$ cat config.mk
export PLATFORM = sky130hd
export DESIGN_NAME = qdt_ctrl
export DESIGN_NICKNAME = d
export VERILOG_FILES = /design/src/sv/qdt_pkg.sv /design/src/sv/qdt_ctrl.sv
export VERILOG_INCLUDE_DIRS = /design/src /design/src/sv
export SDC_FILE = /design/constraint.sdc
export NUM_CORES = 1
export LEC_CHECK = 0
export BUFFER_PORTS_ARGS = -buffer_cell sky130_fd_sc_hd__buf_2
export CAP_MARGIN = 20
export CORE_AREA = 2 2 39 41
export CTS_CLUSTER_SIZE = 25
export DETAILED_ROUTE_END_ITERATION = 8
export DIE_AREA = 0 0 41 43
export GPL_TIMING_DRIVEN = 0
export MAX_ROUTING_LAYER = met4
export PLACE_DENSITY = 0.69
export SLEW_MARGIN = 20
export SYNTH_ARGS = -nofsm -noshare
export SYNTH_HDL_FRONTEND = slang
export SYNTH_SLANG_ARGS = --single-unit
$ cat constraint.sdc
create_clock -name i_clk -period 2.9 [get_ports i_clk]
set_input_delay 0.145 -clock i_clk [delete_from_list [all_inputs] [get_ports i_clk]]
set_output_delay 0.145 -clock i_clk [all_outputs]
set_load 0.005 [all_outputs]
$ cat src/sv/quad_diagonal_triangulator_top_assert.svh
// ----------------------------------------------------------------------------
// Quad diagonal triangulator assertion macros
// Assertion wrappers shared by the multiplier and controller modules; empty in synthesis.
// ----------------------------------------------------------------------------
`ifndef QUAD_DIAGONAL_TRIANGULATOR_TOP_ASSERT_SVH
`define QUAD_DIAGONAL_TRIANGULATOR_TOP_ASSERT_SVH
`ifndef SYNTHESIS
// Check on every rising edge outside reset
`define QDT_ASSERT(label, clk, rst_n, prop) \
    label: assert property (@(posedge clk) disable iff (!rst_n) prop) \
        else $error("qdt: assertion failed");
// Check on every rising edge, reset included
`define QDT_ASSERT_NR(label, clk, prop) \
    label: assert property (@(posedge clk) prop) \
        else $error("qdt: assertion failed");
`else
`define QDT_ASSERT(label, clk, rst_n, prop)
`define QDT_ASSERT_NR(label, clk, prop)
`endif
`endif

$ cat src/sv/qdt_pkg.sv
// ----------------------------------------------------------------------------
// Quad diagonal triangulator package
// Operation codes and the command/status bundles between controller and
// datapath.
// ----------------------------------------------------------------------------
package qdt_pkg;

    // Multiplier digit width: bits of the second operand taken per cycle
    localparam int DIG_BITS = 8;

    // Position of the fourth vertex of a quad
    localparam logic [1:0] SLOT_LAST = 2'd3;
    // Last vector component (z)
    localparam logic [1:0] COMP_LAST = 2'd2;

    // Multiply operation codes
    localparam logic [2:0] KIND_DOT  = 3'd0;  // |a_k|*|b_k| into the dot product
    localparam logic [2:0] KIND_SQA  = 3'd1;  // a_k^2 into |a|^2
    localparam logic [2:0] KIND_SQB  = 3'd2;  // b_k^2 into |b|^2
    localparam logic [2:0] KIND_NORM = 3'd3;  // |a|^2*|b|^2
    localparam logic [2:0] KIND_SQD  = 3'd4;  // dot^2
    localparam logic [2:0] KIND_LHS  = 3'd5;  // dot0^2 * norms of diagonal 1
    localparam logic [2:0] KIND_RHS  = 3'd6;  // dot1^2 * norms of diagonal 0

    typedef struct packed {
        logic       hold_we;  // store the incoming vertex in its slot
        logic [1:0] slot;     // slot of the incoming vertex
        logic       load;     // fourth vertex: form the midpoint vectors
        logic       start;    // launch a multiply
        logic [2:0] kind;     // current multiply operation
        logic       diag;     // diagonal the operation belongs to
        logic [1:0] comp;     // vector component
        logic       emit;     // decide and load the output register
    } t_cmd;

    typedef struct packed {
        logic mul_done;  // product ready this cycle
        logic out_free;  // output register can take a result
    } t_stat;

endpackage

$ cat src/sv/qdt_ctrl.sv
// ----------------------------------------------------------------------------
// Triangulator controller
// Counts vertices of a quad and steps the datapath through its multiplies.
// ----------------------------------------------------------------------------
`include "quad_diagonal_triangulator_top_assert.svh"

module qdt_ctrl (
    input  logic           i_clk,
    input  logic           i_rst_n,
    input  logic           i_in_valid,
    output logic           o_in_ready,
    input  qdt_pkg::t_stat i_stat,
    output qdt_pkg::t_cmd  o_cmd
);
    import qdt_pkg::*;

    localparam logic [1:0] ST_IDLE  = 2'd0;
    localparam logic [1:0] ST_START = 2'd1;
    localparam logic [1:0] ST_WAIT  = 2'd2;
    localparam logic [1:0] ST_EMIT  = 2'd3;

    logic [1:0] r_state, n_state;
    logic [1:0] r_slot, n_slot;
    logic [2:0] r_kind, n_kind;
    logic       r_diag, n_diag;
    logic [1:0] r_comp, n_comp;
    logic       in_fire;

    // The first three vertices are stored at any time; the fourth waits for idle
    assign o_in_ready = (r_slot != SLOT_LAST) || (r_state == ST_IDLE);
    assign in_fire    = i_in_valid && o_in_ready;

    always_comb begin
        n_state       = r_state;
        n_slot        = r_slot;
        n_kind        = r_kind;
        n_diag        = r_diag;
        n_comp        = r_comp;
        o_cmd         = '0;
        o_cmd.slot    = r_slot;
        o_cmd.kind    = r_kind;
        o_cmd.diag    = r_diag;
        o_cmd.comp    = r_comp;

        // Take a vertex request
        if (in_fire) begin
            if (r_slot != SLOT_LAST) begin
                o_cmd.hold_we = 1'b1;
                n_slot        = r_slot + 2'd1;
            end else begin
                o_cmd.load = 1'b1;
                n_slot     = '0;
                n_state    = ST_START;
                n_kind     = KIND_DOT;
                n_diag     = 1'b0;
                n_comp     = '0;
            end
        end

        case (r_state)
            ST_IDLE: begin
            end
            ST_START: begin
                o_cmd.start = 1'b1;
                n_state     = ST_WAIT;
            end
            ST_WAIT: begin
                // Advance to the next multiply once the product is in
                if (i_stat.mul_done) begin
                    n_state = ST_START;
                    case (r_kind)
                        KIND_DOT: n_kind = KIND_SQA;
                        KIND_SQA: n_kind = KIND_SQB;
                        KIND_SQB: begin
                            if (r_comp == COMP_LAST) begin
                                n_kind = KIND_NORM;
                            end else begin
                                n_comp = r_comp + 2'd1;
                                n_kind = KIND_DOT;
                            end
                        end
                        KIND_NORM: begin
                            n_comp = '0;
                            if (!r_diag) begin
                                n_diag = 1'b1;
                                n_kind = KIND_DOT;
                            end else begin
                                n_diag = 1'b0;
                                n_kind = KIND_SQD;
                            end
                        end
                        KIND_SQD: begin
                            if (!r_diag) begin
                                n_diag = 1'b1;
                            end else begin
                                n_diag = 1'b0;
                                n_kind = KIND_LHS;
                            end
                        end
                        KIND_LHS: n_kind = KIND_RHS;
                        KIND_RHS: n_state = ST_EMIT;
                        default: n_kind = KIND_DOT;
                    endcase
                end
            end
            ST_EMIT: begin
                // Hold until the output register is free
                o_cmd.emit = i_stat.out_free;
                if (i_stat.out_free) begin
                    n_state = ST_IDLE;
                end
            end
            default: n_state = ST_IDLE;
        endcase
    end

    always_ff @(posedge i_clk) begin
        if (!i_rst_n) begin
            r_state <= ST_IDLE;
            r_slot  <= '0;
            r_kind  <= KIND_DOT;
            r_diag  <= 1'b0;
            r_comp  <= '0;
        end else begin
            r_state <= n_state;
            r_slot  <= n_slot;
            r_kind  <= n_kind;
            r_diag  <= n_diag;
            r_comp  <= n_comp;
        end
    end

    `QDT_ASSERT(a_ctl_start_pulse, i_clk, i_rst_n, o_cmd.start |=> !o_cmd.start)
    `QDT_ASSERT(a_ctl_fourth_idle, i_clk, i_rst_n,
        o_in_ready && r_slot == SLOT_LAST |-> r_state == ST_IDLE)
    `QDT_ASSERT(a_ctl_done_waiting, i_clk, i_rst_n, i_stat.mul_done |-> r_state == ST_WAIT)

endmodule

==> summary.md, run 1 <==
| Metric | Value |
|---|---|
| IO buf count | `17` |
| Core Rows | `14` |
| Tcrit/Tclk final | `0.553` |
| DIE HEIGHT | `43 um` |
| Syn-to-layout area delta | `20.9%` |
| Vias | `590` |
| Avg Cell Area, Syn | `around 8.5 um^2` |
| Peak supply drop | `0.216 mV` |
| Netlist cell types | `34` |
| CTS tree | `built` |
| CTS sink cnt | `10` |
| Vias in the first global route | `467` |
| DR WL met3 | `59 um` |
| Root buffer cell | `clkbuf_4` |
| Mapped Cells | `72` |
| Clock-pin slew on the worst setup and hold paths | `60 ps` |
| Critical Path RT | `3050 ps` |
| GRT Total Usage | `0.174` |
| DRC errors left | `0` |
| Hold EP | `r_comp[1]$_SDFF_PN0_` |
| Layout cells sized above 1 | `0.283` |
| Sequential Area | `200 um^2` |
| Crit path max fanout | `7` |
| Worst slew pin tran | `444 ps` |
| Rel. slew slack | `0.704` |
| Worst-skew pair later-pin latency | `270 ps` |
| Final Hold Viols | `0` |
| Iteration-0 DRC Markers | `30` |
| RR Endpoint | `r_kind[1]$_SDFF_PN0_` |
| Top-level I/O count | `18` |
| P per Cell Area | `approximately 350 mW/mm^2` |
| CP arrival | `1760 ps` |
| Pins over their slew limit | `0` |
| Postcts setup bufs | `0` |
| Post-synth EDFFs | `0` |
| Leading cell type in the layout, fill and taps excluded | `buf_2` |
| Tmin final | `1600 ps` |
| Final Power | `0.258 mW` |
| Area of the multi-input gates | `360 um^2` |
| Max Freq | `623 MHz` |
| Worst R2R Path Depth | `5` |
| Layout fillers | `140` |
| Post-CTS Resized | `0` |
| Hold Path Stages | `2` |
| Initial antenna violation count | `0` |
| Clk buf depth | `2` |
| Largest net degree at the start of global routing | `11` |
| Total core area | `approximately 0.0014 mm^2` |
| Hold path startpoint | `i_rst_n` |
| CTS Buf Count | `3` |
| Post-synth net total | `78` |
| CTS Hold Bufs | `0` |
| Cell Area, Synth | `roughly 600 um^2` |
| Ys async rst share | `0` |
| Vias/cell | `5.46` |
| Status | `completed` |
| RSZ-0062 raised after global routing | `false` |
| Worst hold path class | `in2reg` |
| RD Place Congestion | `0.781` |
| Clock skew | `1.25 ps` |
| H-tree Lvls | `1` |
| Lkg Pwr | `0.306 nW` |
| Initial Util | `0.440` |
| Met1 Wirelength | `587 um` |
| TNS Setup | `0 ps` |
| Antenna-violating nets left | `0` |
| Routed wl met2 | `slightly below 600 um` |
| Wire per inst | `between 10 and 15 um` |
| Max-Cap Viols | `0` |
| Global-route wire length before repair | `2040 um` |
| Crit Path Category | `reg2reg` |
| Dpl hpwl | `slightly above 900 um` |
| Top FF cell, synth | `dfxtp_1` |
| R2R Setup Slk | `1300 ps` |
| Final #Nets | `100` |
| Setup crit end kind | `flop` |
| DR pass1 iterations | `4` |
| Sequential-to-total area share from yosys stat | `0.329` |
| Top routing layer in use | `met4` |
| Antenna diodes | `0` |
| Die W | `slightly above 40 um` |
| Leading cell types in the layout, fill and taps excluded | `17 x buf_2, 10 x dfxtp_1, 8 x a21oi_1` |
| Total wire length | `1260 um` |
| Final setup violation count | `0` |
| Grt total ovfl | `0` |
| CP startpoint kind | `flop` |
| #FFs+latches synth | `10` |
| Die area | `0.00176 mm^2` |
| R2R Path Start | `r_slot[0]$_SDFFE_PN0N_` |
| Yosys warns | `0` |
## power by group
part / internal (mW) / switching (mW) / total, mW
sequential: 0.140 / 0.00214 / 0.142
combinational: 0.00948 / 0.0119 / 0.0213
clock: 0.0480 / 0.0468 / 0.0948
total: 0.197 / 0.0608 / 0.258
## per-layer routing
| metal | track usage | vias to the layer above |
|---|---|---|
| met2 | 0.225 | 11 |
| met4 | 0.0400 | 0 |
| met3 | 0.0942 | 3 |
| li1 | - | 310 |
| met1 | 0.237 | 266 |
| met5 | - | - |
## cell families (layout without fill, tap and decap cells)
family / count (synthesis) / after routing / synth area share
flip-flops: 10 / 10 / 0.329
buffers and inverters: 9 / 29 / 0.0801
AND/OR/NAND/NOR: 31 / 31 / 0.333
multiplexers: 2 / 2 / 0.0329
AO/OA/AOI/OAI: 19 / 19 / 0.205
adder cells (fa/ha/maj): 1 / 1 / 0.0205
## layout make-up
| cell class | count | area share |
|---|---|---|
| inverter | 5 | 0.0255 |
| timing repair buffer | 17 | 0.115 |
| buffer | 4 | 0.0407 |
| multi-input combinational | 53 | 0.489 |
| clock buffer | 3 | 0.0306 |
| sequential | 10 | 0.272 |
| tap | 16 | 0.0272 |
## registers in the layout, summed over array words and instances (netlist names)
signal	flops
r_comp	2
r_slot	2
r_diag	1
r_state	2
r_kind	3
## worst max-delay path by stage
stage	slack, ps	startpoint	end
after floorplan	1410	r_slot[0]$_SDFFE_PN0N_	r_kind[1]$_SDFF_PN0_
after CTS	1290	r_slot[0]$_SDFFE_PN0N_	r_kind[1]$_SDFF_PN0_
final	1300	r_slot[0]$_SDFFE_PN0N_	r_kind[1]$_SDFF_PN0_
after global placement	1330	r_slot[0]$_SDFFE_PN0N_	r_kind[1]$_SDFF_PN0_
after detailed placement	1300	r_slot[0]$_SDFFE_PN0N_	r_kind[1]$_SDFF_PN0_
after global routing	1150	r_slot[0]$_SDFFE_PN0N_	r_kind[1]$_SDFF_PN0_
## cell usage after synthesis (2+ instances only)
cell	number	share of area
a21oi_1	8	0.066
and3_1	2	0.021
buf_4	2	0.025
dfxtp_1	10	0.33
inv_1	4	0.025
mux2i_1	2	0.033
nand2_1	6	0.037
nand3_1	4	0.033
nor2_1	2	0.012
nor2b_1	5	0.051
nor4b_1	3	0.043
o21ai_0	2	0.016
## critical path: stages, from the launching register on
cell	delay, ps
dfxtp_1	380
ha_1	280
nand4bb_4	180
a221o_1	320
nor4b_1	250
nor3_1	80
## stage by stage
stage / hold WS (ps) / cells / worst slack, ps / util / instance area [um^2]
after global placement: 427 / 105 / 1330 / 0.516 / 714
after CTS: 136 / 108 / 1290 / 0.533 / 737
after detailed placement: 424 / 105 / 1300 / 0.516 / 714
after global routing: 141 / 108 / 1150 / 0.533 / 737
after floorplan: 260 / 72 / 1410 / - / 609
final: 141 / 108 / 1300 / 0.533 / 737
(Power assumes the default switching activity.)
==> run 2, diff against run 1 <==
==> constraint.sdc (replaced) <==
create_clock -name i_clk -period 1.65 [get_ports i_clk]
set_input_delay 0.0825 -clock i_clk [delete_from_list [all_inputs] [get_ports i_clk]]
set_output_delay 0.0825 -clock i_clk [all_outputs]
set_load 0.005 [all_outputs]
==> run 2 against run 1 <==
Effect of this change:
- power increased by 78%
- critical path type unchanged
- via count increased by 2.4%
- fmax increased by 4.9%
- highest routed layer unchanged
- worst setup slack lost 1200 ps
- flip-flop and latch count unchanged
- final cell count unchanged
- critical endpoint unchanged
==> summary.md, run 2 (synthesis gave the netlist of run 1 again) <==
| Metric | Value |
|---|---|
| Comb power frac | `0.087 (was 0.083)` |
| Crit Path Category | `reg2reg (unchanged)` |
| Lkg Pwr | `0.305 nW (was 0.306 nW)` |
| Status | `completed (unchanged)` |
| Final setup margin | `121 ps (was 1300 ps)` |
| Worst-skew pair later-pin latency | `270 ps (about the same)` |
| DR WL met3 | `78 um (was 59 um)` |
| CTS tree | `built (unchanged)` |
| Routed wl met2 | `594 um (unchanged)` |
| Top-level I/O count | `18 (unchanged)` |
| Pins over their slew limit | `0 (unchanged)` |
| Final Util | `0.546 (was 0.533)` |
| Min Hold Slack | `80.5 ps (was 141 ps)` |
| R2R Setup Slk | `120 ps (was 1300 ps)` |
| Clock skew | `4.00 ps (was 1.25 ps)` |
| RSZ-0062 raised after global routing | `false (unchanged)` |
| Syn-to-layout area delta | `24.0% (was 20.9%)` |
| CP startpoint kind | `flop (unchanged)` |
| Final Hold Viols | `0 (unchanged)` |
| R2R Path Start | `r_slot[0]$_SDFFE_PN0N_ (unchanged)` |
| Met1 Wirelength | `619 um (was 587 um)` |
| Vias | `604 (was 590)` |
| CTS sink cnt | `10 (unchanged)` |
| Iteration-0 DRC Markers | `21 (was 30)` |
| CP arrival | `1690 ps (was 1760 ps)` |
| P per Cell Area | `609 mW/mm^2 (was 350 mW/mm^2)` |
| Final #Nets | `100 (unchanged)` |
| DRC errors left | `0 (unchanged)` |
| Net Sw Frac | `0.242 (was 0.236)` |
| Initial antenna violation count | `0 (unchanged)` |
| Top routing layer in use | `met4 (unchanged)` |
| Int Pwr | `0.349 mW (was 0.197 mW)` |
| Grt total ovfl | `0 (unchanged)` |
| Rel. slew slack | `0.707 (was 0.704)` |
| Clk buf depth | `2 (unchanged)` |
| Final Power | `0.460 mW (was 0.258 mW)` |
| RR Endpoint | `r_kind[1]$_SDFF_PN0_ (unchanged)` |
| TNS Setup | `0 ps (unchanged)` |
| Tcrit/Tclk final | `0.927 (was 0.553)` |
| Global-route wire length before repair | `2040 um (unchanged)` |
| Worst R2R Path Depth | `5 (unchanged)` |
| Tmin final | `1530 ps (was 1600 ps)` |
| DP Worst Slack | `50.5 ps (was 1300 ps)` |
| Setup crit end kind | `flop (unchanged)` |
| Clk network pwr share | `0.367 (about the same)` |
| Largest net degree at the start of global routing | `11 (unchanged)` |
| Max Freq | `654 MHz (was 623 MHz)` |
| Final setup violation count | `0 (unchanged)` |
| Max FFs per register | `3 (unchanged)` |
| Leading cell types in the layout, fill and taps excluded | `17 x buf_2, 10 x dfxtp_1, 8 x a21oi_1 (unchanged)` |
| Crit path max fanout | `7 (unchanged)` |
| Worst slew pin tran | `439 ps (was 444 ps)` |
| Die area | `0.00176 mm^2 (unchanged)` |
| Dpl hpwl | `934 um (unchanged)` |
| Root buffer cell | `clkbuf_4 (unchanged)` |
| CTS Hold Bufs | `0 (unchanged)` |
| Postcts setup bufs | `0 (unchanged)` |
| Switch Pwr | `0.111 mW (was 0.0608 mW)` |
| Total wire length | `1310 um (was 1260 um)` |
| CP endpoint | `r_kind[1]$_SDFF_PN0_ (unchanged)` |
| Leading cell type in the layout, fill and taps excluded | `buf_2 (unchanged)` |
| Wire per inst | `12.1 um (was 11.6 um)` |
| Worst hold path class | `in2reg (unchanged)` |
| Largest Register | `r_kind (unchanged)` |
| Core Rows | `14 (unchanged)` |
| IO buf count | `17 (unchanged)` |
| CTS Buf Count | `3 (unchanged)` |
| Sequential share of power | `0.547 (was 0.550)` |
| DIE HEIGHT | `43 um (unchanged)` |
| GRT Total Usage | `0.174 (unchanged)` |
| RD Place Congestion | `0.781 (unchanged)` |
| Peak supply drop | `0.381 mV (was 0.216 mV)` |
| Slowest-stage cell, CP | `dfxtp_1 (unchanged)` |
| Total core area | `0.00138 mm^2 (unchanged)` |
| Critical Path RT | `1810 ps (was 3050 ps)` |
| Vias in the first global route | `467 (unchanged)` |
| Die W | `41 um (unchanged)` |
| Antenna-violating nets left | `0 (unchanged)` |
| H-tree Lvls | `1 (unchanged)` |
| Max-Cap Viols | `0 (unchanged)` |
| DR pass1 iterations | `4 (unchanged)` |
| Layout cells sized above 1 | `0.304 (was 0.283)` |
| Clock-pin slew on the worst setup and hold paths | `60 ps (about the same)` |
| Crit-path cells | `ha_4, nand4bb_4, a221o_1, nor4b_2, nor3_1 (was ha_1, nand4bb_4, a221o_1, nor4b_1, nor3_1)` |
| Initial Util | `0.440 (unchanged)` |
| Slowest stage delay, CP | `420 ps (was 380 ps)` |
| Antenna diodes | `0 (unchanged)` |
| Vias/cell | `5.59 (was 5.46)` |
| Setup crit start | `r_slot[0]$_SDFFE_PN0N_ (unchanged)` |
| Layout fillers | `139 (was 140)` |
## run 2: changes by cell type in the layout (fill, tap and decap cells not counted)
cell / change
ha_1: -1
nor4b_2: +1
ha_4: +1
nor4b_1: -1
## run 2: metrics by stage
step	cell area, um^2	std cells
after floorplan	609	72
after global placement	714	105
after detailed placement	714	105
after CTS	737	108
after global routing	756	108
final	756	108
## run 2: worst min-delay path by stage
| stage | startpoint | cells after the start | to | slack [ps] |
|---|---|---|---|---|
| final | i_rst_n | 2 | r_comp[1]$_SDFF_PN0_ | 80 |
| after global routing | i_rst_n | 2 | r_comp[1]$_SDFF_PN0_ | 80 |
| after floorplan | i_in_valid | 1 | r_slot[0]$_SDFFE_PN0N_ | 200 |
| after detailed placement | i_rst_n | 2 | r_comp[1]$_SDFF_PN0_ | 360 |
| after CTS | i_rst_n | 2 | r_comp[1]$_SDFF_PN0_ | 70 |
| after global placement | i_rst_n | 2 | r_comp[1]$_SDFF_PN0_ | 360 |
## run 2: timing repair
action                     in CTS  in global routing
gates resized for setup         0                  3
hold endpoints to repair        0                  0
setup endpoints to repair       0                  1
## run 2: final cells by class
class                   instances  area [um^2]  share of cell area
plain buffers                   4         30.0              0.0397
clock buffers                   3         22.5              0.0298
inverters                       5         18.8              0.0248
multi-input cells              53          379               0.502
flip-flops and latches         10          200               0.265
well taps                      16         20.0              0.0265
repair buffers                 17         85.1               0.113
## run 2: critical path: cells and delay by family (launching register included)
kind | cells | cell delay [ps]
AOI/OAI and AO/OA | 1 | 340
adders and majority gates | 1 | 200
and+or+nand+nor | 3 | 460
DFF | 1 | 420
## run 2: layer usage
metal	global-route usage	vias up
met5	-	-
met4	0.0400	0
met3	0.0942	4
met2	0.225	17
met1	0.237	273
li1	-	310
## run 2: power groups by stage
stage	clock network [mW]	registers, mW	logic (mW)
finish	0.169	0.252	0.0399
global route	0.188	0.252	0.0446
CTS	0.175	0.250	0.0381
detailed placement	0	0.255	0.0381
global placement	0	0.255	0.0376
floorplan	0	0.255	0.0193
==> run 3, diff against run 2 <==
--- a/config.mk
+++ b/config.mk
@@ -15,6 +15,7 @@
 export GPL_TIMING_DRIVEN = 0
 export MAX_ROUTING_LAYER = met4
 export PLACE_DENSITY = 0.69
+export REMOVE_ABC_BUFFERS = 1
 export SLEW_MARGIN = 20
 export SYNTH_ARGS = -nofsm -noshare
 export SYNTH_HDL_FRONTEND = slang
==> constraint.sdc (replaced) <==
create_clock -name i_clk -period 1.7 [get_ports i_clk]
set_input_delay 0.085 -clock i_clk [delete_from_list [all_inputs] [get_ports i_clk]]
set_output_delay 0.085 -clock i_clk [all_outputs]
set_load 0.005 [all_outputs]
==> run 3 against run 2 <==
Effect of this change:
- worst hold slack better by 1.6 ps
- sequential power down 3%
- die area unchanged
- wire length down 6.6%
- utilization down 2.4 points
==> summary.md, run 3 (synthesis gave the netlist of run 1 again) <==
| Metric | Value |
|---|---|
| Antenna diodes | `0 (unchanged)` |
| Comb power frac | `0.070 (was 0.087)` |
| Grt total ovfl | `0 (unchanged)` |
| Pins over their slew limit | `0 (unchanged)` |
| CP endpoint | `r_kind[1]$_SDFF_PN0_ (unchanged)` |
| GRT Total Usage | `0.175 (was 0.174)` |
| Tcrit/Tclk final | `0.919 (was 0.927)` |
| Setup crit end kind | `flop (unchanged)` |
| CTS tree | `built (unchanged)` |
| Iteration-0 DRC Markers | `9 (was 21)` |
| DIE HEIGHT | `43 um (unchanged)` |
| Setup crit start | `r_slot[0]$_SDFFE_PN0N_ (unchanged)` |
| Antenna-violating nets left | `0 (unchanged)` |
| Die W | `41 um (unchanged)` |
| Layout fillers | `136 (was 139)` |
| Worst hold path class | `in2reg (unchanged)` |
| Root buffer cell | `clkbuf_4 (unchanged)` |
| Status | `completed (unchanged)` |
| Sequential Area | `200 um^2 (unchanged)` |
| Global-route wire length before repair | `1990 um (was 2040 um)` |
| Wire per inst | `11.6 um (was 12.1 um)` |
| Syn-to-layout area delta | `18.7% (was 24.0%)` |
| TNS Setup | `0 ps (unchanged)` |
| CTS Buf Count | `3 (unchanged)` |
| Clock skew | `3.99 ps (was 4.00 ps)` |
| Vias in the first global route | `466 (was 467)` |
| Final Hold Viols | `0 (unchanged)` |
| Initial antenna violation count | `0 (unchanged)` |
| Die area | `0.00176 mm^2 (unchanged)` |
| RD Place Congestion | `0.768 (was 0.781)` |
| Worst R2R Path Depth | `5 (unchanged)` |
| Int Pwr | `0.385 mW (was 0.349 mW)` |
| Net Sw Frac | `0.222 (was 0.242)` |
| Sequential share of power | `0.493 (was 0.547)` |
| Critical Path RT | `1860 ps (was 1810 ps)` |
| P per Cell Area | `684 mW/mm^2 (was 609 mW/mm^2)` |
| Final setup violation count | `0 (unchanged)` |
| CP startpoint kind | `flop (unchanged)` |
| Area of the multi-input gates | `363 um^2 (was 379 um^2)` |
| H-tree Lvls | `1 (unchanged)` |
| CP arrival | `1720 ps (was 1690 ps)` |
| Core Rows | `14 (unchanged)` |
| Top-level I/O count | `18 (unchanged)` |
| Max FFs per register | `3 (unchanged)` |
| Vias | `599 (was 604)` |
| R2R Path Start | `r_slot[0]$_SDFFE_PN0N_ (unchanged)` |
| R2R Setup Slk | `140 ps (was 120 ps)` |
| Clk buf depth | `2 (unchanged)` |
| Clock-pin slew on the worst setup and hold paths | `70 ps (was 60 ps)` |
| Clk network pwr share | `0.437 (was 0.367)` |
| Total wire length | `1220 um (was 1310 um)` |
| Largest Register | `r_kind (unchanged)` |
| Total core area | `0.00138 mm^2 (unchanged)` |
| Final Non-Filler Cells | `105 (was 108)` |
| Crit path max fanout | `7 (unchanged)` |
| IO buf count | `17 (unchanged)` |
| Initial Util | `0.440 (unchanged)` |
| Crit Path Category | `reg2reg (unchanged)` |
| Tmin final | `1560 ps (was 1530 ps)` |
| Inst Count DP | `101 (was 105)` |
| Peak supply drop | `0.537 mV (was 0.381 mV)` |
| Final Util | `0.523 (was 0.546)` |
| CTS sink cnt | `10 (unchanged)` |
| Largest net degree at the start of global routing | `14 (was 11)` |
| RR Endpoint | `r_kind[1]$_SDFF_PN0_ (unchanged)` |
| DR pass1 iterations | `3 (was 4)` |
| Vias/cell | `5.70 (was 5.59)` |
| Final #Nets | `96 (was 100)` |
| Worst-skew pair later-pin latency | `270 ps (about the same)` |
| Switch Pwr | `0.110 mW (was 0.111 mW)` |
| RSZ-0062 raised after global routing | `false (unchanged)` |
| Rel. slew slack | `0.713 (was 0.707)` |
| Worst slew pin tran | `430 ps (was 439 ps)` |
| Max Freq | `640 MHz (was 654 MHz)` |
| Leading cell types in the layout, fill and taps excluded | `17 x buf_2, 10 x dfxtp_1, 8 x a21oi_1 (unchanged)` |
| Lkg Pwr | `0.293 nW (was 0.305 nW)` |
| Layout cells sized above 1 | `0.281 (was 0.304)` |
| Dpl hpwl | `847 um (was 934 um)` |
| Leading cell type in the layout, fill and taps excluded | `buf_2 (unchanged)` |
| DRC errors left | `0 (unchanged)` |
| Max-Cap Viols | `0 (unchanged)` |
[run 3: worst min path at each step]
| stage | start | endpoint | cells past startpoint |
|---|---|---|---|
| 2_1_floorplan | i_in_valid | r_slot[0]$_SDFFE_PN0N_ | 1 |
| 3_3_place_gp | i_rst_n | r_comp[1]$_SDFF_PN0_ | 2 |
| 3_5_place_dp | i_rst_n | r_comp[1]$_SDFF_PN0_ | 2 |
| 4_1_cts | i_rst_n | r_comp[1]$_SDFF_PN0_ | 2 |
| 5_1_grt | i_rst_n | r_comp[1]$_SDFF_PN0_ | 2 |
| 6_report | i_rst_n | r_comp[1]$_SDFF_PN0_ | 2 |
[run 3: what timing repair did]
action,CTS,global route
endpoints found under the setup margin,0,1
hold buffers,0,0
setup buffers,0,0
gates resized for setup,0,1
[run 3: metal layers]
layer / up-vias / track usage / routed length (um)
li1: 300 / - / -
met1: 277 / 0.250 / 603
met2: 16 / 0.184 / 512
met3: 6 / 0.0628 / 56
met4: 0 / 0.147 / 51
met5: - / - / 0
[run 3: area by class of cell]
cell class              count  area share
clock buffers               4      0.0502
inverters                   5      0.0260
multi-input cells          53       0.502
flip-flops and latches     10       0.277
well taps                  16      0.0277
repair buffers             17       0.118
[run 3: power by group through the flow]
stage | Sequential [mW] | Combinational [mW] | Clock [mW]
5_1_grt | 0.244 | 0.0405 | 0.236
3_5_place_dp | 0.249 | 0.0346 | 0
2_1_floorplan | 0.249 | 0.0170 | 0
3_3_place_gp | 0.248 | 0.0344 | 0
4_1_cts | 0.244 | 0.0346 | 0.218
6_report | 0.244 | 0.0348 | 0.216
[run 3: metrics by stage]
step | hold slack (ps) | total power [mW] | setup WS, ps | cell area (um^2)
CTS | 82.7 | 0.497 | 103 | 721
global route | 74.1 | 0.521 | 13.8 | 723
floorplan | 200 | 0.266 | 215 | 579
global placement | 362 | 0.283 | 103 | 684
finish | 82.2 | 0.494 | 138 | 723
detailed placement | 366 | 0.284 | 116 | 684
[run 3: critical path, cell delays in order, from the launching register on]
cell	delay, ps
dfxtp_1	380
ha_2	250
nand4bb_4	170
a221o_1	320
nor4b_1	250
nor3_1	80
